<file path="config.mk">
export PLATFORM = sky130hd
export DESIGN_NAME = ascii_scene_tokenizer_flat
export DESIGN_NICKNAME = d
export VERILOG_FILES = /design/src/ast_pkg.sv /design/src/ast_byte_if.sv /design/src/ast_token_if.sv /design/src/ast_lexer.sv /design/src/ast_result_queue.sv /design/src/ascii_scene_tokenizer.sv /design/src/flat_wrapper.sv
export SDC_FILE = /design/constraint.sdc
export NUM_CORES = 1
export LEC_CHECK = 0
export BUFFER_PORTS_ARGS = -buffer_cell sky130_fd_sc_hd__buf_2
export CAP_MARGIN = 20
export CORE_ASPECT_RATIO = 1.1
export CORE_MARGIN = 2
export CORE_UTILIZATION = 25
export CTS_BUF_LIST = sky130_fd_sc_hd__clkbuf_4 sky130_fd_sc_hd__clkbuf_8 sky130_fd_sc_hd__clkbuf_16
export CTS_CLUSTER_DIAMETER = 50
export DETAILED_ROUTE_END_ITERATION = 12
export GPL_ROUTABILITY_DRIVEN = 0
export GPL_TIMING_DRIVEN = 1
export SYNTH_ARGS = -nofsm -noshare
export SYNTH_HDL_FRONTEND = slang
export SYNTH_SLANG_ARGS = --single-unit
export TNS_END_PERCENT = 100
</file>
<file path="constraint.sdc">
create_clock -name clk -period 3.2 [get_ports clk]
set_clock_uncertainty 0.05 [all_clocks]
set_input_delay 0.32 -clock clk [delete_from_list [all_inputs] [get_ports clk]]
set_output_delay 0.32 -clock clk [all_outputs]
set_load 0.02 [all_outputs]
</file>
<file path="src/ast_pkg.sv">
// ----------------------------------------------------------------------------
// ast_pkg: shared types and constants of the text scene tokenizer
// Holds the character codes, lexer modes, token types and result layout.
// ----------------------------------------------------------------------------
package ast_pkg;

  localparam logic [7:0] CH_TAB     = 8'h09;
  localparam logic [7:0] CH_LF      = 8'h0A;
  localparam logic [7:0] CH_CR      = 8'h0D;
  localparam logic [7:0] CH_SPACE   = 8'h20;
  localparam logic [7:0] CH_QUOTE   = 8'h22;
  localparam logic [7:0] CH_COMMA   = 8'h2C;
  localparam logic [7:0] CH_MINUS   = 8'h2D;
  localparam logic [7:0] CH_DOT     = 8'h2E;
  localparam logic [7:0] CH_DIGIT_0 = 8'h30;
  localparam logic [7:0] CH_DIGIT_9 = 8'h39;
  localparam logic [7:0] CH_COLON   = 8'h3A;
  localparam logic [7:0] CH_SEMI    = 8'h3B;
  localparam logic [7:0] CH_UPPER_A = 8'h41;
  localparam logic [7:0] CH_UPPER_Z = 8'h5A;
  localparam logic [7:0] CH_LOWER_A = 8'h61;
  localparam logic [7:0] CH_LOWER_Z = 8'h7A;
  localparam logic [7:0] CH_OPEN    = 8'h7B;
  localparam logic [7:0] CH_CLOSE   = 8'h7D;

  // result queue geometry
  localparam int QUEUE_DEPTH = 4;
  localparam int PTR_W       = $clog2(QUEUE_DEPTH);
  localparam int LEVEL_W     = $clog2(QUEUE_DEPTH + 1);

  typedef enum logic [2:0] {
    MODE_IDLE    = 3'd0,
    MODE_COMMENT = 3'd1,
    MODE_STRING  = 3'd2,
    MODE_NUMBER  = 3'd3,
    MODE_NAME    = 3'd4
  } lexer_mode_t;

  typedef enum logic [3:0] {
    TT_UNKNOWN = 4'd0,
    TT_EOF     = 4'd1,
    TT_ENDLINE = 4'd2,
    TT_NAME    = 4'd5,
    TT_STRING  = 4'd6,
    TT_FLOAT   = 4'd7,
    TT_INTEGER = 4'd8,
    TT_OPEN    = 4'd9,
    TT_CLOSE   = 4'd10,
    TT_COMMA   = 4'd11
  } tok_type_t;

  localparam logic KIND_TEXT = 1'b0;
  localparam logic KIND_DONE = 1'b1;

  typedef struct packed {
    logic       item_kind;
    logic [7:0] text_char;
    tok_type_t  token_type;
    logic       last_of_input;
  } result_t;

  // results of one step, up to two, packed from slot 0
  typedef struct packed {
    logic [1:0]        count;
    result_t [1:0]     res;
  } step_t;

  function automatic logic is_letter(input logic [7:0] b);
    return (b >= CH_UPPER_A && b <= CH_UPPER_Z) || (b >= CH_LOWER_A && b <= CH_LOWER_Z);
  endfunction

  function automatic logic is_digit(input logic [7:0] b);
    return b >= CH_DIGIT_0 && b <= CH_DIGIT_9;
  endfunction

  function automatic result_t mk_text(input logic [7:0] b);
    result_t r;
    r.item_kind     = KIND_TEXT;
    r.text_char     = b;
    r.token_type    = TT_UNKNOWN;
    r.last_of_input = 1'b0;
    return r;
  endfunction

  function automatic result_t mk_done(input tok_type_t t, input logic [7:0] b);
    result_t r;
    r.item_kind     = KIND_DONE;
    r.text_char     = b;
    r.token_type    = t;
    r.last_of_input = 1'b0;
    return r;
  endfunction

endpackage

</file>
<file path="src/ast_byte_if.sv">
// ----------------------------------------------------------------------------
// ast_byte_if: input byte channel
// Valid/ready channel carrying one raw byte or an end-of-input mark.
// ----------------------------------------------------------------------------
interface ast_byte_if;
  logic       valid;
  logic       ready;
  logic [7:0] byte_in;
  logic       end_of_input;

  modport source (output valid, output byte_in, output end_of_input, input ready);
  modport sink   (input valid, input byte_in, input end_of_input, output ready);
endinterface

</file>
<file path="src/ast_token_if.sv">
// ----------------------------------------------------------------------------
// ast_token_if: token result channel
// Valid/ready channel carrying one text or completion result.
// ----------------------------------------------------------------------------
interface ast_token_if;
  logic       valid;
  logic       ready;
  logic       item_kind;
  logic [7:0] text_char;
  logic [3:0] token_type;
  logic       last_of_input;

  modport source (output valid, output item_kind, output text_char, output token_type,
                  output last_of_input, input ready);
  modport sink   (input valid, input item_kind, input text_char, input token_type,
                  input last_of_input, output ready);
endinterface

</file>
<file path="src/ast_lexer.sv">
// ----------------------------------------------------------------------------
// ast_lexer: tokenizer step logic and lexer state
// Turns one registered byte into zero, one or two results and updates mode.
// ----------------------------------------------------------------------------
module ast_lexer import ast_pkg::*; (
  input  logic       clk,
  input  logic       rst,
  input  logic       fire,
  input  logic [7:0] byte_in,
  input  logic       end_of_input,
  output step_t      step
);

  lexer_mode_t mode, mode_next;
  logic        is_float, is_float_next;

  // handling of a byte that starts a new token
  logic        ib_emit;
  result_t     ib_res;
  lexer_mode_t ib_mode;
  logic        ib_float;

  always_comb begin
    ib_emit  = 1'b1;
    ib_res   = mk_done(TT_UNKNOWN, byte_in);
    ib_mode  = MODE_IDLE;
    ib_float = 1'b0;
    if (byte_in == CH_TAB || byte_in == CH_CR || byte_in == CH_SPACE) begin
      ib_emit = 1'b0;
    end else if (byte_in == CH_SEMI) begin
      ib_emit = 1'b0;
      ib_mode = MODE_COMMENT;
    end else if (byte_in == CH_LF) begin
      ib_res = mk_done(TT_ENDLINE, 8'h00);
    end else if (byte_in == CH_OPEN) begin
      ib_res = mk_done(TT_OPEN, 8'h00);
    end else if (byte_in == CH_CLOSE) begin
      ib_res = mk_done(TT_CLOSE, 8'h00);
    end else if (byte_in == CH_COMMA) begin
      ib_res = mk_done(TT_COMMA, 8'h00);
    end else if (byte_in == CH_QUOTE) begin
      ib_emit = 1'b0;
      ib_mode = MODE_STRING;
    end else if (is_digit(byte_in) || byte_in == CH_MINUS || byte_in == CH_DOT) begin
      ib_res   = mk_text(byte_in);
      ib_mode  = MODE_NUMBER;
      ib_float = (byte_in == CH_DOT);
    end else if (is_letter(byte_in)) begin
      ib_res  = mk_text(byte_in);
      ib_mode = MODE_NAME;
    end
  end

  tok_type_t num_type;
  assign num_type = is_float ? TT_FLOAT : TT_INTEGER;

  always_comb begin
    step.count    = 2'd0;
    step.res[0]   = mk_text(8'h00);
    step.res[1]   = mk_text(8'h00);
    mode_next     = mode;
    is_float_next = is_float;
    if (end_of_input) begin
      mode_next     = MODE_IDLE;
      is_float_next = 1'b0;
      if (mode == MODE_NUMBER || mode == MODE_NAME) begin
        step.res[0] = mk_done((mode == MODE_NUMBER) ? num_type : TT_NAME, 8'h00);
        step.res[1] = mk_done(TT_EOF, 8'h00);
        step.count  = 2'd2;
      end else begin
        step.res[0] = mk_done(TT_EOF, 8'h00);
        step.count  = 2'd1;
      end
    end else begin
      case (mode)
        MODE_COMMENT: begin
          if (byte_in == CH_LF) begin
            step.res[0] = mk_done(TT_ENDLINE, 8'h00);
            step.count  = 2'd1;
            mode_next   = MODE_IDLE;
          end
        end
        MODE_STRING: begin
          step.count = 2'd1;
          if (byte_in == CH_QUOTE) begin
            step.res[0] = mk_done(TT_STRING, 8'h00);
            mode_next   = MODE_IDLE;
          end else begin
            step.res[0] = mk_text(byte_in);
          end
        end
        MODE_NUMBER: begin
          if (is_digit(byte_in) || byte_in == CH_DOT) begin
            step.res[0] = mk_text(byte_in);
            step.count  = 2'd1;
            if (byte_in == CH_DOT) begin
              is_float_next = 1'b1;
            end
          end else begin
            // close the number, then treat the byte as a fresh start
            step.res[0]   = mk_done(num_type, 8'h00);
            step.res[1]   = ib_res;
            step.count    = ib_emit ? 2'd2 : 2'd1;
            mode_next     = ib_mode;
            is_float_next = ib_float;
          end
        end
        MODE_NAME: begin
          if (is_letter(byte_in) || is_digit(byte_in)) begin
            step.res[0] = mk_text(byte_in);
            step.count  = 2'd1;
          end else if (byte_in == CH_COLON) begin
            step.res[0] = mk_done(TT_NAME, 8'h00);
            step.count  = 2'd1;
            mode_next   = MODE_IDLE;
          end else begin
            step.res[0]   = mk_done(TT_NAME, 8'h00);
            step.res[1]   = ib_res;
            step.count    = ib_emit ? 2'd2 : 2'd1;
            mode_next     = ib_mode;
            is_float_next = ib_float;
          end
        end
        default: begin
          step.res[0]   = ib_res;
          step.count    = ib_emit ? 2'd1 : 2'd0;
          mode_next     = ib_mode;
          is_float_next = ib_float;
        end
      endcase
    end
    // flag the final result of this byte
    if (step.count == 2'd2) begin
      step.res[1].last_of_input = 1'b1;
    end else begin
      step.res[0].last_of_input = 1'b1;
    end
  end

  always_ff @(posedge clk) begin
    if (rst) begin
      mode     <= MODE_IDLE;
      is_float <= 1'b0;
    end else if (fire) begin
      mode     <= mode_next;
      is_float <= is_float_next;
    end
  end

endmodule

</file>
<file path="src/ast_result_queue.sv">
// ----------------------------------------------------------------------------
// ast_result_queue: result buffer between lexer and output channel
// Takes up to two results per cycle, hands out one per transfer.
// ----------------------------------------------------------------------------
module ast_result_queue import ast_pkg::*; (
  input  logic               clk,
  input  logic               rst,
  input  logic               push,
  input  step_t              step,
  output logic               room,
  output logic [LEVEL_W-1:0] level,
  output logic               head_valid,
  output result_t            head,
  input  logic               pop
);

  result_t            entries [QUEUE_DEPTH];
  logic [PTR_W-1:0]   rd_ptr, wr_ptr;
  logic [LEVEL_W-1:0] level_next;
  logic [1:0]         push_n;
  logic               do_pop;

  assign push_n     = push ? step.count : 2'd0;
  assign head_valid = (level != '0);
  assign do_pop     = pop && head_valid;
  assign head       = entries[rd_ptr];
  // room for a full two-result step regardless of this cycle's pop
  assign room       = (level <= LEVEL_W'(QUEUE_DEPTH - 2));
  assign level_next = level + LEVEL_W'(push_n) - LEVEL_W'(do_pop);

  always_ff @(posedge clk) begin
    if (rst) begin
      rd_ptr <= '0;
      wr_ptr <= '0;
      level  <= '0;
    end else begin
      rd_ptr <= rd_ptr + PTR_W'(do_pop);
      wr_ptr <= wr_ptr + PTR_W'(push_n);
      level  <= level_next;
    end
  end

  always_ff @(posedge clk) begin
    if (push_n != 2'd0) begin
      entries[wr_ptr] <= step.res[0];
    end
    if (push_n == 2'd2) begin
      entries[wr_ptr + PTR_W'(1)] <= step.res[1];
    end
  end

endmodule

</file>
<file path="src/ascii_scene_tokenizer.sv">
// ----------------------------------------------------------------------------
// ascii_scene_tokenizer: streaming tokenizer for text scene files
// Splits a byte stream into token text and typed token completions.
//
//   channel       | dir | payload
//   --------------+-----+------------------------------------------------
//   byte_stream   | in  | byte_in, end_of_input
//   token_stream  | out | item_kind, text_char, token_type, last_of_input
//
// One byte per cycle is accepted while the queue has room; a byte is
// registered, lexed from that register and its results written to a
// four-entry queue. A byte with two results takes two output transfers;
// the input stalls only while the queue holds more than two. Synchronous
// reset returns the lexer to idle between tokens and empties the queue.
// ----------------------------------------------------------------------------
module ascii_scene_tokenizer import ast_pkg::*; (
  input logic         clk,
  input logic         rst,
  ast_byte_if.sink    byte_stream,
  ast_token_if.source token_stream
);

  logic               in_valid;
  logic [7:0]         in_byte;
  logic               in_eoi;
  logic               fire;
  logic               room;
  logic [LEVEL_W-1:0] level;
  logic               head_valid;
  result_t            head;
  step_t              step;

  assign fire              = in_valid && room;
  assign byte_stream.ready = !in_valid || fire;

  always_ff @(posedge clk) begin
    if (rst) begin
      in_valid <= 1'b0;
    end else if (byte_stream.ready) begin
      in_valid <= byte_stream.valid;
    end
  end

  always_ff @(posedge clk) begin
    if (byte_stream.valid && byte_stream.ready) begin
      in_byte <= byte_stream.byte_in;
      in_eoi  <= byte_stream.end_of_input;
    end
  end

  ast_lexer u_lexer (
    .clk          (clk),
    .rst          (rst),
    .fire         (fire),
    .byte_in      (in_byte),
    .end_of_input (in_eoi),
    .step         (step)
  );

  ast_result_queue u_queue (
    .clk        (clk),
    .rst        (rst),
    .push       (fire),
    .step       (step),
    .room       (room),
    .level      (level),
    .head_valid (head_valid),
    .head       (head),
    .pop        (token_stream.ready)
  );

  assign token_stream.valid         = head_valid;
  assign token_stream.item_kind     = head.item_kind;
  assign token_stream.text_char     = head.text_char;
  assign token_stream.token_type    = head.token_type;
  assign token_stream.last_of_input = head.last_of_input;

  a_level_bound: assert property (@(posedge clk) disable iff (rst)
    level <= LEVEL_W'(QUEUE_DEPTH))
    else $error("result queue overfilled");

  a_step_count: assert property (@(posedge clk) disable iff (rst)
    fire |-> step.count != 2'd3)
    else $error("lexer produced more than two results");

  a_eof_last: assert property (@(posedge clk) disable iff (rst)
    token_stream.valid && token_stream.item_kind == KIND_DONE &&
    token_stream.token_type == TT_EOF |-> token_stream.last_of_input)
    else $error("end-of-file result not last of its byte");

  a_text_type: assert property (@(posedge clk) disable iff (rst)
    token_stream.valid && token_stream.item_kind == KIND_TEXT |->
    token_stream.token_type == TT_UNKNOWN)
    else $error("text result carries a token type");

endmodule
</file>
<file path="src/flat_wrapper.sv">
// flat-port wrapper written by rule: the top's interface ports become plain ports
module ascii_scene_tokenizer_flat import ast_pkg::*;
  (clk, rst, byte_stream_valid, byte_stream_byte_in, byte_stream_end_of_input, byte_stream_ready, token_stream_valid, token_stream_item_kind, token_stream_text_char, token_stream_token_type, token_stream_last_of_input, token_stream_ready);
  ast_byte_if byte_stream_i ();
  ast_token_if token_stream_i ();
  input logic clk;
  input logic rst;
  input wire logic [$bits(byte_stream_i.valid)-1:0] byte_stream_valid;
  input wire logic [$bits(byte_stream_i.byte_in)-1:0] byte_stream_byte_in;
  input wire logic [$bits(byte_stream_i.end_of_input)-1:0] byte_stream_end_of_input;
  output wire logic [$bits(byte_stream_i.ready)-1:0] byte_stream_ready;
  output wire logic [$bits(token_stream_i.valid)-1:0] token_stream_valid;
  output wire logic [$bits(token_stream_i.item_kind)-1:0] token_stream_item_kind;
  output wire logic [$bits(token_stream_i.text_char)-1:0] token_stream_text_char;
  output wire logic [$bits(token_stream_i.token_type)-1:0] token_stream_token_type;
  output wire logic [$bits(token_stream_i.last_of_input)-1:0] token_stream_last_of_input;
  input wire logic [$bits(token_stream_i.ready)-1:0] token_stream_ready;
  assign byte_stream_i.valid = byte_stream_valid;
  assign byte_stream_i.byte_in = byte_stream_byte_in;
  assign byte_stream_i.end_of_input = byte_stream_end_of_input;
  assign byte_stream_ready = byte_stream_i.ready;
  assign token_stream_valid = token_stream_i.valid;
  assign token_stream_item_kind = token_stream_i.item_kind;
  assign token_stream_text_char = token_stream_i.text_char;
  assign token_stream_token_type = token_stream_i.token_type;
  assign token_stream_last_of_input = token_stream_i.last_of_input;
  assign token_stream_i.ready = token_stream_ready;
  ascii_scene_tokenizer u_core (.clk(clk), .rst(rst), .byte_stream(byte_stream_i), .token_stream(token_stream_i));
endmodule
</file>
==> summary.txt, run 1 <==
Floorplanning
  – Effective utilization at floorplan: 0.254
  – I/O Pins: 29
  – Die boundary height: 144 um
  – Standard-cell row count: 51
  – Die Span X: 131 um
  – Area of the placeable core: 17600 um2
  – Area enclosed by the die boundary: 18900 um2

Synthesis
  – Number of library cell types mapped by synthesis: 71
  – Mean post-synth cell area: 11.0 um2
  – Most instantiated cells after synthesis: 61 x edfxtp_1, 48 x o22ai_1, 40 x nand2_1
  – Gate count of the mapped netlist: 407
  – Most repeated cell in the gate-level netlist after synthesis: edfxtp_1
  – Primary flip-flop cell chosen by synthesis mapping: edfxtp_1
  – Cells taking the most area after synthesis: edfxtp_1 41%, dfxtp_1 7.2%, mux4_2 7.1%
  – Share of synthesized area occupied by flip-flops and latches: 0.482
  – Share of Yosys cell area claimed by the top area cell type: 0.410
  – Area of the mapped netlist: 4470 um2
  – Number of enable flip-flop cells after synthesis: 61
  – Post-synthesis net count: 426
  – Ys async rst share: 0
  – Cell type contributing the most total cell area after synthesis: edfxtp_1
  – Yosys reg bits: 77
  – Count of yosys warnings during synthesis: 0

Clock tree
  – Max H-tree Level: 3
  – Maximum buffer depth of the clock tree: 2
  – Clock-pin slew on the worst setup and hold paths: 0.06 ns
  – Clock network latency to the later pin of the worst-skew pair: 0.34 ns
  – Number of buffers inserted during clock tree synthesis: 9
  – Clock root buffer master: clkbuf_16
  – TritonCTS clock tree: built
  – Clock sinks: 77

Setup path
  – Critical path class: register to register
  – Highest fanout seen on the critical path: 5
  – Kind of launch point of the worst setup path: register
  – Required time of the worst setup path: 3.36 ns
  – Terminus of the critical flop-to-flop path: u_core.u_queue.level[2]
  – FF-to-FF path depth: 13
  – Reg-to-reg setup timing slack: 0.06 ns
  – Worst R2R Start: u_core.in_byte[4]
  – Worst EP arrival: 3.30 ns
  – Endpoint type of the worst setup path: register

Timing
  – Worst-margin pin slew: 0.834 ns
  – FMAX: 0.318 GHz
  – Total setup violations reported at the end of the flow: 0
  – Slew Limit Headroom: 0.430
  – Fin worst setup slack: 0.0587 ns
  – Count of final hold-check violations: 0
  – Final-report max-slew violation count: 0
  – RSZ-0062 raised after global routing: yes
  – Crit share post-route: 0.982
  – Sum Neg Setup Slack: 0 ns
  – Fin crit period: 3.14 ns

Drt
  – Number of DRC violations after detailed routing: 0
  – Remaining antenna violation count after routing: 0
  – Post-detailed-route via-to-cell ratio: 5.16
  – Initial detailed-routing violation count: 292
  – Final Routed Wirelength: 11.5 mm
  – Per-cell routed wire length: 16.5 um
  – Total via count in the routed design: 3581
  – Number of detailed-routing iterations run before antenna repair: 5

Min path
  – Worst min-delay path endpoint: u_core.in_byte[3]
  – Worst hold path class: input pin to register
  – Hold depth: 1
  – Min-Delay Startpoint: byte_stream_byte_in[3]

Power and ir drop
  – Reported leakage power: 1.76 nW
  – Power per cell area: 557 nW/um2
  – Highest ir drop seen on vdd: 0.187 mV

Place
  – Pre-CTS worst setup slack: 0.0778 ns
  – HPWL after DPL: 8.47 mm
  – Port-buffer cells: 28

Global route
  – Initial antenna violation count: 0
  – Combined global-route utilization of all metal layers: 0.124
  – Wire length of the first global-routing pass: 18.6 mm
  – Number of global-route vias before repair: 3524
  – Total congestion overflow: 0
  – Largest net degree at the start of global routing: 18

Outcome
  – Status: finished, final reports clean

Finish
  – Synthesis-to-finish area growth: 18.9%
  – Final core utilization: 0.302
  – Final-layout fill cell count: 1830
  – Final #Nets: 472
  – Diodes inserted: 0
  – Fraction of final layout cells sized beyond drive strength 1: 0.263

Job
  – Reported max-cap violation count: 0
state kept, by name, indices dropped and copies added (netlist names):
name and cells:
u_core.in_byte 8, u_core.in_eoi 1, u_core.u_queue.level 3, u_core.u_queue.wr_ptr 2
u_core.u_queue.rd_ptr 2, u_core.u_queue.entries 56, u_core.u_lexer.mode 3, u_core.in_valid 1
u_core.u_lexer.is_float 1
cells by family (layout without fill, tap and decap cells):
logic type / Yosys count / in the layout / share of synthesized area
buffers and inverters: 43 / 92 / 0.0474
adder cells (fa/ha/maj): 6 / 6 / 0.0185
flip-flops: 77 / 77 / 0.482
multiplexers: 17 / 17 / 0.0773
AND/OR/NAND/NOR: 130 / 130 / 0.155
AO/OA/AOI/OAI: 129 / 129 / 0.210
XOR/XNOR: 5 / 5 / 0.00981
repair_timing:
item,in CTS,in global routing
hold endpoints to repair,0,0
endpoints found under the setup margin,0,16
buffers inserted,0,0
hold buffers,0,0
gates resized for setup,0,4
report_power, final:
group / switching (mW) / total, mW / internal [mW]
clock network: 0.392 / 0.903 / 0.512
logic: 0.463 / 0.824 / 0.360
registers: 0.0643 / 1.23 / 1.17
total: 0.919 / 2.96 / 2.04
critical path, cell delays in order (launching register included):
cell and delay [ns]:
edfxtp_1 0.43, or3_4 0.43, or3_4 0.39, nand2_4 0.12, o211ai_4 0.11, a31oi_4 0.19
inv_1 0.06, ha_1 0.27, inv_1 0.04, ha_1 0.20, fa_2 0.34, xor2_1 0.20
xnor2_1 0.14, nor2_1 0.06
metrics by stage:
step                hold WS, ns  power (mW)  instances  instance area (um2)
finish                    0.106        2.96        694                 5310
global route             0.0972        3.11        694                 5310
global placement          0.403        2.07        680                 5040
detailed placement        0.411        2.09        680                 5040
floorplan                 0.342        1.82        407                 4470
CTS                      0.0985        2.99        694                 5290
cell usage in the layout (no fill, tap or decap), drive strengths merged, types with 14 or more instances in the layout:
cell type / count
a21oi: 15
buf: 62
dfxtp: 16
edfxtp: 61
inv: 15
mux4: 14
nand2: 41
nor2: 26
o21ai: 17
o22ai: 51
layout make-up:
cell class / instances / area, um2 / share of cell area
Tap cell: 238 / 298 / 0.0561
Inverter: 16 / 60.1 / 0.0113
Sequential cell: 77 / 2150 / 0.405
Clock buffer: 9 / 225 / 0.0424
Clock inverter: 5 / 30.0 / 0.00565
Timing Repair Buffer: 62 / 420 / 0.0792
Multi-Input combinational cell: 287 / 2130 / 0.400
worst max-delay path by stage:
stage	startpoint	end	slack, ns	cells after the start
finish	u_core.in_byte[4]	u_core.u_queue.level[2]	0.06	13
global route	u_core.in_byte[4]	u_core.u_queue.level[2]	-0.1	13
CTS	u_core.in_byte[6]	u_core.u_queue.level[2]	0.04	13
detailed placement	u_core.in_byte[6]	u_core.u_queue.level[2]	0.08	13
global placement	u_core.in_byte[2]	u_core.u_queue.level[2]	0.15	14
floorplan	u_core.in_byte[2]	u_core.u_queue.level[2]	0.02	14
metal layers:
layer,global-route usage,part of all wire,vias to the layer above
met5,0,0,-
met4,0.0538,0.012,0
met3,0.0266,0.073,14
met2,0.206,0.48,167
met1,0.158,0.44,1708
li1,-,-,1692
Power figures use the tool's default switching activity.
==> run 2, diff against run 1 <==
- PLACE_DENSITY: default -> 0.44
- SETUP_SLACK_MARGIN: default -> 0.5
- SYNTH_HIERARCHICAL: default -> 1
==> run 2 against run 1 <==
First-iteration DRC count decreased by 22%. Clock-buffer cell count increased by 2. Die area rose by 4.2%. Combinational power up 13%. Synthesized cell count decreased by 7.6%. Sequential cell count stayed put. Final area is 21% higher. The run now ends with setup timing left. Critical path type unchanged.
==> summary.txt, run 2 <==
Place
  – HPWL after DPL: 8.30 mm (-2.0%)
  – Port-buffer cells: 28 (unchanged)
  – DP Area: 5430 um2 (+7.8%)
  – Cell Count Post-Placement: 668 (-1.8%)
  – Pre-CTS worst setup slack: -0.175 ns (-0.253 ns)

Power and ir drop
  – Clock Power Share: 0.321 (+0.016)
  – Psw: 0.950 mW (+3.3%)
  – Reported leakage power: 2.39 nW (+36%)
  – Power per cell area: 501 nW/um2 (-10%)
  – Highest ir drop seen on vdd: 0.205 mV (+9.7%)
  – Total Power Consumption: 3.23 mW (+9.1%)
  – Sequential Power Share: 0.389 (-0.027)
  – Switching part of the total power: 0.294 (-0.0167)
  – Internal power consumption: 2.28 mW (+12%)
  – Combinational Power Share: 0.289 (+0.010)

Setup path
  – Worst EP arrival: 3.26 ns (-0.04 ns)
  – Reg-to-reg setup timing slack: -0.01 ns (-0.07 ns)
  – FF-to-FF path depth: 10 (-3)
  – Terminus of the critical flop-to-flop path: u_core/u_queue/entries[3][9]
  – Critical path class: register to register
  – Kind of launch point of the worst setup path: register
  – Endpoint type of the worst setup path: register
  – Required time of the worst setup path: 3.25 ns (-0.11 ns)
  – Worst R2R Start: u_core/in_byte[4]
  – Highest fanout seen on the critical path: 7 (+2)

Synthesis
  – Most repeated cell in the gate-level netlist after synthesis: edfxtp_1
  – Share of Yosys cell area claimed by the top area cell type: 0.419 (+0.00859)
  – Share of synthesized area occupied by flip-flops and latches: 0.470 (-0.0116)
  – Yosys reg bits: 77 (unchanged)
  – Gate count of the mapped netlist: 376 (-7.6%)
  – Mean post-synth cell area: 12.4 um2 (+13%)
  – Cell type contributing the most total cell area after synthesis: edfxtp_1
  – Post-synthesis net count: 393 (-7.7%)
  – Most instantiated cells after synthesis: 65 x edfxtp_1, 47 x mux2_2, 28 x nor2_1
  – Cells taking the most area after synthesis: edfxtp_1 42%, mux2_2 11%, mux4_2 6.8%
  – Area of the mapped netlist: 4660 um2 (+4.4%)
  – Number of enable flip-flop cells after synthesis: 65 (+6.6%)
  – Ys async rst share: 0 (unchanged)
  – Primary flip-flop cell chosen by synthesis mapping: edfxtp_1
  – Number of library cell types mapped by synthesis: 77 (+8.5%)
  – Count of yosys warnings during synthesis: 6 (+6)

Drt
  – Number of detailed-routing iterations run before antenna repair: 6 (+1)
  – Per-cell routed wire length: 18.1 um (+9.2%)
  – Remaining antenna violation count after routing: 0 (unchanged)
  – Total met2 wirelength after detailed routing: 6.65 mm (+21%)
  – Top Layer Used: met4
  – Routed met1 length: 5.67 mm (+13%)
  – Post-detailed-route via-to-cell ratio: 4.78 (-7.4%)
  – Final Routed Wirelength: 12.9 mm (+12%)
  – Total via count in the routed design: 3417 (-4.6%)
  – Initial detailed-routing violation count: 228 (-22%)
  – Routed wire length on met3: 376 um (-55%)
  – Number of DRC violations after detailed routing: 0 (unchanged)

Timing
  – Final-report max-slew violation count: 0 (unchanged)
  – Count of final hold-check violations: 0 (unchanged)
  – Sum Neg Setup Slack: -0.0359 ns (-0.0359 ns)
  – FMAX: 0.311 GHz (-2.2%)
  – Worst-margin pin slew: 0.860 ns (+0.0268 ns)
  – Fin crit period: 3.21 ns (+0.0706 ns)
  – RSZ-0062 raised after global routing: yes
  – Worst slack on hold paths: 0.0970 ns (-0.00890 ns)
  – Slew Limit Headroom: 0.426 (-0.00426)
  – Crit share post-route: 1.00 (+0.0221)
  – Total setup violations reported at the end of the flow: 4 (+4)
  – Fin worst setup slack: -0.0119 ns (-0.0706 ns)

Min path
  – Worst hold path class: input pin to register
  – Hold depth: 1 (unchanged)
  – Min-Delay Startpoint: byte_stream_end_of_input
  – Worst min-delay path endpoint: u_core/in_eoi

Clock tree
  – Maximum buffer depth of the clock tree: 2 (unchanged)
  – Clock root buffer master: clkbuf_16
  – Clock sinks: 77 (unchanged)
  – Max H-tree Level: 3 (unchanged)
  – Clock-pin slew on the worst setup and hold paths: 0.06 ns (about the same)
  – TritonCTS clock tree: built
  – Clock network latency to the later pin of the worst-skew pair: 0.34 ns (about the same)
  – Number of hold-repair buffers added at the cts stage: 0 (unchanged)
  – Number of buffers inserted during clock tree synthesis: 9 (unchanged)

Finish
  – Area used by sequential logic in the layout: 2190 um2 (+1.9%)
  – Flip-flop count of the largest register, all copies and words added: 56 (unchanged)
  – Register with the highest flop count: u_core/u_queue/entries
  – Fraction of final layout cells sized beyond drive strength 1: 0.515 (+0.252)
  – Synthesis-to-finish area growth: 38.3%
  – Final #Nets: 484 (+2.5%)
  – Post-layout instance area: 6450 um2 (+21%)
  – Top Registers: u_core/u_queue/entries x56, u_core/in_byte x8
  – Non-filler instance count after layout: 715 (+3.0%)
  – Final core utilization: 0.351 (+0.0498)
  – Area of combinational cells with multiple inputs: 2700 um2 (+27%)
  – Most common cell after layout, fill and taps aside: edfxtp_1
  – Diodes inserted: 0 (unchanged)
  – Final-layout fill cell count: 1816 (-0.77%)
  – Leading cell types in the layout, fill and taps excluded: 65 x edfxtp_1, 54 x mux2_4, 44 x buf_4, 28 x buf_2, 24 x nor2_1

Job
  – Reported max-cap violation count: 0 (unchanged)

Global route
  – Total congestion overflow: 0 (unchanged)
  – Wire length of the first global-routing pass: 20.0 mm (+7.2%)
  – Number of global-route vias before repair: 3504 (-0.57%)
  – Largest net degree at the start of global routing: 19 (+1)
  – Combined global-route utilization of all metal layers: 0.134 (+0.00949)
  – Initial antenna violation count: 0 (unchanged)

Floorplanning
  – I/O Pins: 29 (unchanged)
  – Area enclosed by the die boundary: 19800 um2 (+4.2%)
  – Die Span X: 134 um (+2.1%)
  – Effective utilization at floorplan: 0.254 (+0.000471)
  – Area of the placeable core: 18300 um2 (+4.2%)
  – Die boundary height: 147 um (+2.1%)
  – Standard-cell row count: 52 (+2.0%)

Outcome
  – Status: complete, but fails checks
  – Failing checks: setup timing
## run 2: changes by cell type after synthesis, sizes merged, moves of 5 or more
cell	before	now
nand2	41	25
or3	8	2
nand3	10	2
or2	5	0
and2	5	14
inv	15	7
buf	20	13
o22ai	51	1
mux2	0	59
## run 2: worst max path at each step
stage                 startpoint                            to  slack [ns]  cells past startpoint
4_1_cts        u_core/in_byte[0]       u_core/u_queue/level[2]        0.01                     14
2_1_floorplan  u_core/in_byte[4]       u_core/u_queue/level[2]       -0.09                     15
6_report       u_core/in_byte[4]  u_core/u_queue/entries[3][9]       -0.01                     10
3_3_place_gp   u_core/in_byte[2]       u_core/u_queue/level[2]       -0.08                     14
5_1_grt        u_core/in_byte[0]       u_core/u_queue/level[2]       -0.11                     14
3_5_place_dp   u_core/in_byte[2]       u_core/u_queue/level[2]       -0.18                     14
## run 2: layout make-up
cell class / count / share of cell area
well taps: 243 / 0.0472
multi-input cells: 272 / 0.419
repair buffers: 100 / 0.143
clock inverters: 5 / 0.00951
inverters: 7 / 0.00408
flip-flops and latches: 77 / 0.340
clock buffers: 11 / 0.0373
## run 2: power groups by stage
stage | clock (mW) | combinational (mW) | sequential, mW
detailed placement | 0 | 0.864 | 1.27
finish | 1.04 | 0.934 | 1.26
CTS | 1.06 | 0.914 | 1.25
global placement | 0 | 0.854 | 1.27
global route | 1.10 | 1.02 | 1.27
floorplan | 0 | 0.641 | 1.24
## run 2: cells by family after synthesis
logic type / count (synthesis) / synth area share
and+or+nand+nor: 118 / 0.149
DFF: 77 / 0.470
muxes: 73 / 0.219
AOI/OAI and AO/OA: 65 / 0.0969
buffers and inverters: 28 / 0.0330
xor gates and xnor gates: 10 / 0.0188
adders and majority gates: 4 / 0.0124
other: 1 / 0.000805
## run 2: timing repair
action | 4_1_cts | 5_1_grt
setup buffers | 18 | 6
pin swaps | 9 | 16
endpoints found under the setup margin | 117 | 120
resized for setup | 37 | 53
gates cloned | 5 | 2
## run 2: routing by layer
| layer | vias up | global-route usage |
|---|---|---|
| li1 | 1636 | - |
| met1 | 1712 | 0.165 |
| met2 | 56 | 0.232 |
| met3 | 13 | 0.0238 |
| met4 | 0 | 0.0505 |
| met5 | - | 0 |
## run 2: worst max-delay path, cell delays in order (launching register included)
cell and delay, ns:
edfxtp_1 0.42, buf_4 0.16, or4_4 0.52, o22ai_4 0.19, o21ai_2 0.11, a21oi_2 0.23, a31oi_4 0.13, buf_6 0.15
buf_6 0.12, or4_4 0.58, mux2_4 0.32
==> run 3, diff against run 2 <==
- PLACE_DENSITY: 0.44 -> 0.43
- SKIP_CTS_REPAIR_TIMING: default -> 1
- clock period: 3.2 -> 3.6 ns (I/O delays scaled with it)
==> run 3 against run 2 <==
Largest cell class unchanged. Sequential power shrank 12%. The flow now finishes without violations. Die area stayed put. Maximum frequency fell by 1.5%. Combinational power down 14%. Largest power group unchanged. First-iteration DRC count decreased by 23%. Core utilization shrank 2.2 points. Total power fell by 12%.
==> summary.txt, run 3 (synthesis results as in run 2) <==
Global route
  – Largest net degree at the start of global routing: 19 (unchanged)
  – Wire length of the first global-routing pass: 18.9 mm (-5.4%)
  – Combined global-route utilization of all metal layers: 0.125 (-0.00840)
  – Number of global-route vias before repair: 3352 (-4.3%)
  – Total congestion overflow: 0 (unchanged)
  – Initial antenna violation count: 0 (unchanged)

Power and ir drop
  – Internal power consumption: 1.99 mW (-13%)
  – Total Power Consumption: 2.84 mW (-12%)
  – Clock Power Share: 0.324 (+0.003)
  – Switching part of the total power: 0.300 (+0.00532)
  – Power per cell area: 469 nW/um2 (-6.2%)
  – Highest ir drop seen on vdd: 0.182 mV (-11%)
  – Psw: 0.849 mW (-11%)
  – Reported leakage power: 2.15 nW (-10%)
  – Combinational Power Share: 0.284 (-0.005)
  – Sequential Power Share: 0.393 (+0.004)

Finish
  – Post-layout instance area: 6040 um2 (-6.3%)
  – Final #Nets: 458 (-5.4%)
  – Final-layout fill cell count: 1869 (+2.9%)
  – Flip-flop count of the largest register, all copies and words added: 56 (unchanged)
  – Leading cell types in the layout, fill and taps excluded: 65 x edfxtp_1, 36 x mux2_2, 31 x buf_4, 28 x buf_2
  – Fraction of final layout cells sized beyond drive strength 1: 0.475 (-0.0395)
  – Register with the highest flop count: u_core/u_queue/entries
  – Diodes inserted: 0 (unchanged)
  – Top Registers: u_core/u_queue/entries x56, u_core/in_byte x8
  – Non-filler instance count after layout: 689 (-3.6%)
  – Most common cell after layout, fill and taps aside: edfxtp_1
  – Synthesis-to-finish area growth: 29.6%

Drt
  – Post-detailed-route via-to-cell ratio: 4.75 (-0.63%)
  – Remaining antenna violation count after routing: 0 (unchanged)
  – Initial detailed-routing violation count: 175 (-23%)
  – Number of DRC violations after detailed routing: 0 (unchanged)
  – Number of detailed-routing iterations run before antenna repair: 4 (-2)
  – Per-cell routed wire length: 18.4 um (+1.8%)
  – Final Routed Wirelength: 12.7 mm (-1.9%)
  – Total via count in the routed design: 3272 (-4.2%)

Floorplanning
  – Area of the placeable core: 18300 um2 (unchanged)
  – Die Span X: 134 um (unchanged)
  – Standard-cell row count: 52 (unchanged)
  – Area enclosed by the die boundary: 19800 um2 (unchanged)
  – Effective utilization at floorplan: 0.254 (unchanged)
  – Die boundary height: 147 um (unchanged)
  – I/O Pins: 29 (unchanged)

Clock tree
  – Clock root buffer master: clkbuf_16
  – Clock sinks: 77 (unchanged)
  – Maximum buffer depth of the clock tree: 2 (unchanged)
  – Number of buffers inserted during clock tree synthesis: 9 (unchanged)
  – Clock network latency to the later pin of the worst-skew pair: 0.34 ns (about the same)
  – TritonCTS clock tree: built
  – Max H-tree Level: 3 (unchanged)
  – Clock-pin slew on the worst setup and hold paths: 0.06 ns (about the same)

Place
  – Cell Count Post-Placement: 651 (-2.5%)
  – DP Area: 5290 um2 (-2.7%)
  – HPWL after DPL: 8.39 mm (+1.1%)
  – Port-buffer cells: 28 (unchanged)

Timing
  – Count of final hold-check violations: 0 (unchanged)
  – Total setup violations reported at the end of the flow: 0 (-4)
  – Worst-margin pin slew: 0.896 ns (+0.0356 ns)
  – Crit share post-route: 0.906 (-0.0981)
  – Fin crit period: 3.26 ns (+0.0482 ns)
  – Slew Limit Headroom: 0.402 (-0.0238)
  – Worst slack on hold paths: 0.138 ns (+0.0414 ns)
  – FMAX: 0.307 GHz (-1.5%)
  – RSZ-0062 raised after global routing: yes
  – Final-report max-slew violation count: 0 (unchanged)
  – Sum Neg Setup Slack: 0 ns (+0.0359 ns)

Setup path
  – Reg-to-reg setup timing slack: 0.34 ns (+0.35 ns)
  – Required time of the worst setup path: 3.78 ns (+0.53 ns)
  – Critical path class: register to register
  – Highest fanout seen on the critical path: 8 (+1)
  – Terminus of the critical flop-to-flop path: u_core/u_queue/level[2]
  – Worst EP arrival: 3.44 ns (+0.18 ns)
  – Endpoint type of the worst setup path: register
  – Worst R2R Start: u_core/in_byte[6]
  – Kind of launch point of the worst setup path: register
  – FF-to-FF path depth: 13 (+3)

Min path
  – Worst min-delay path endpoint: u_core/in_eoi
  – Worst hold path class: input pin to register
  – Min-Delay Startpoint: byte_stream_end_of_input
  – Hold depth: 1 (unchanged)

Job
  – Reported max-cap violation count: 0 (unchanged)

Outcome
  – Status: finished, final reports clean
run 3: critical path, stage by stage (launching register included):
cell      delay [ns]
edfxtp_1        0.49
or4b_4          0.57
or3_4           0.37
a21oi_4         0.17
a21oi_4         0.06
a31oi_4         0.21
and2_4          0.20
xnor2_2         0.11
ha_2            0.19
inv_2           0.04
fa_2            0.35
xnor2_2         0.14
xnor2_1         0.14
nor2_1          0.05
run 3: area by class of cell:
class | instances | area, um2 | area share
Multi-Input combinational cell | 272 | 2570 | 0.425
Sequential cell | 77 | 2190 | 0.363
Timing Repair Buffer | 74 | 653 | 0.108
Tap cell | 243 | 304 | 0.0503
Clock buffer | 10 | 233 | 0.0385
Clock inverter | 6 | 62.6 | 0.0104
Inverter | 7 | 26.3 | 0.00435
run 3: worst max path at each step:
stage | slack [ns] | cells past startpoint | startpoint | endpoint
2_1_floorplan | 0.31 | 15 | u_core/in_byte[4] | u_core/u_queue/level[2]
3_3_place_gp | 0.17 | 14 | u_core/in_byte[2] | u_core/u_queue/level[2]
3_5_place_dp | 0.13 | 12 | u_core/in_byte[0] | u_core/u_queue/level[2]
4_1_cts | 0.11 | 14 | u_core/in_byte[0] | u_core/u_queue/level[2]
5_1_grt | 0.21 | 14 | u_core/in_byte[0] | u_core/u_queue/level[2]
6_report | 0.34 | 13 | u_core/in_byte[6] | u_core/u_queue/level[2]
run 3: power groups by stage:
stage | logic (mW) | registers (mW) | clock network, mW
after floorplan | 0.566 | 1.10 | 0
after global placement | 0.739 | 1.13 | 0
after detailed placement | 0.748 | 1.13 | 0
after CTS | 0.752 | 1.11 | 0.941
after global routing | 0.871 | 1.12 | 0.981
final | 0.804 | 1.11 | 0.918
run 3: per-stage QoR:
stage,utilization,setup WS [ns]
2_1_floorplan,-,0.313
3_3_place_gp,0.288,0.167
3_5_place_dp,0.288,0.133
4_1_cts,0.304,0.114
5_1_grt,0.329,0.208
6_report,0.329,0.340
run 3: routing by layer:
layer | vias to the layer above | share of wire | global-route usage | routed length, um
li1 | 1580 | - | - | -
met5 | - | 0 | 0 | 0
met3 | 16 | 0.026 | 0.0166 | 328
met2 | 55 | 0.52 | 0.218 | 6600
met4 | 0 | 0.020 | 0.0526 | 253
met1 | 1621 | 0.43 | 0.156 | 5490
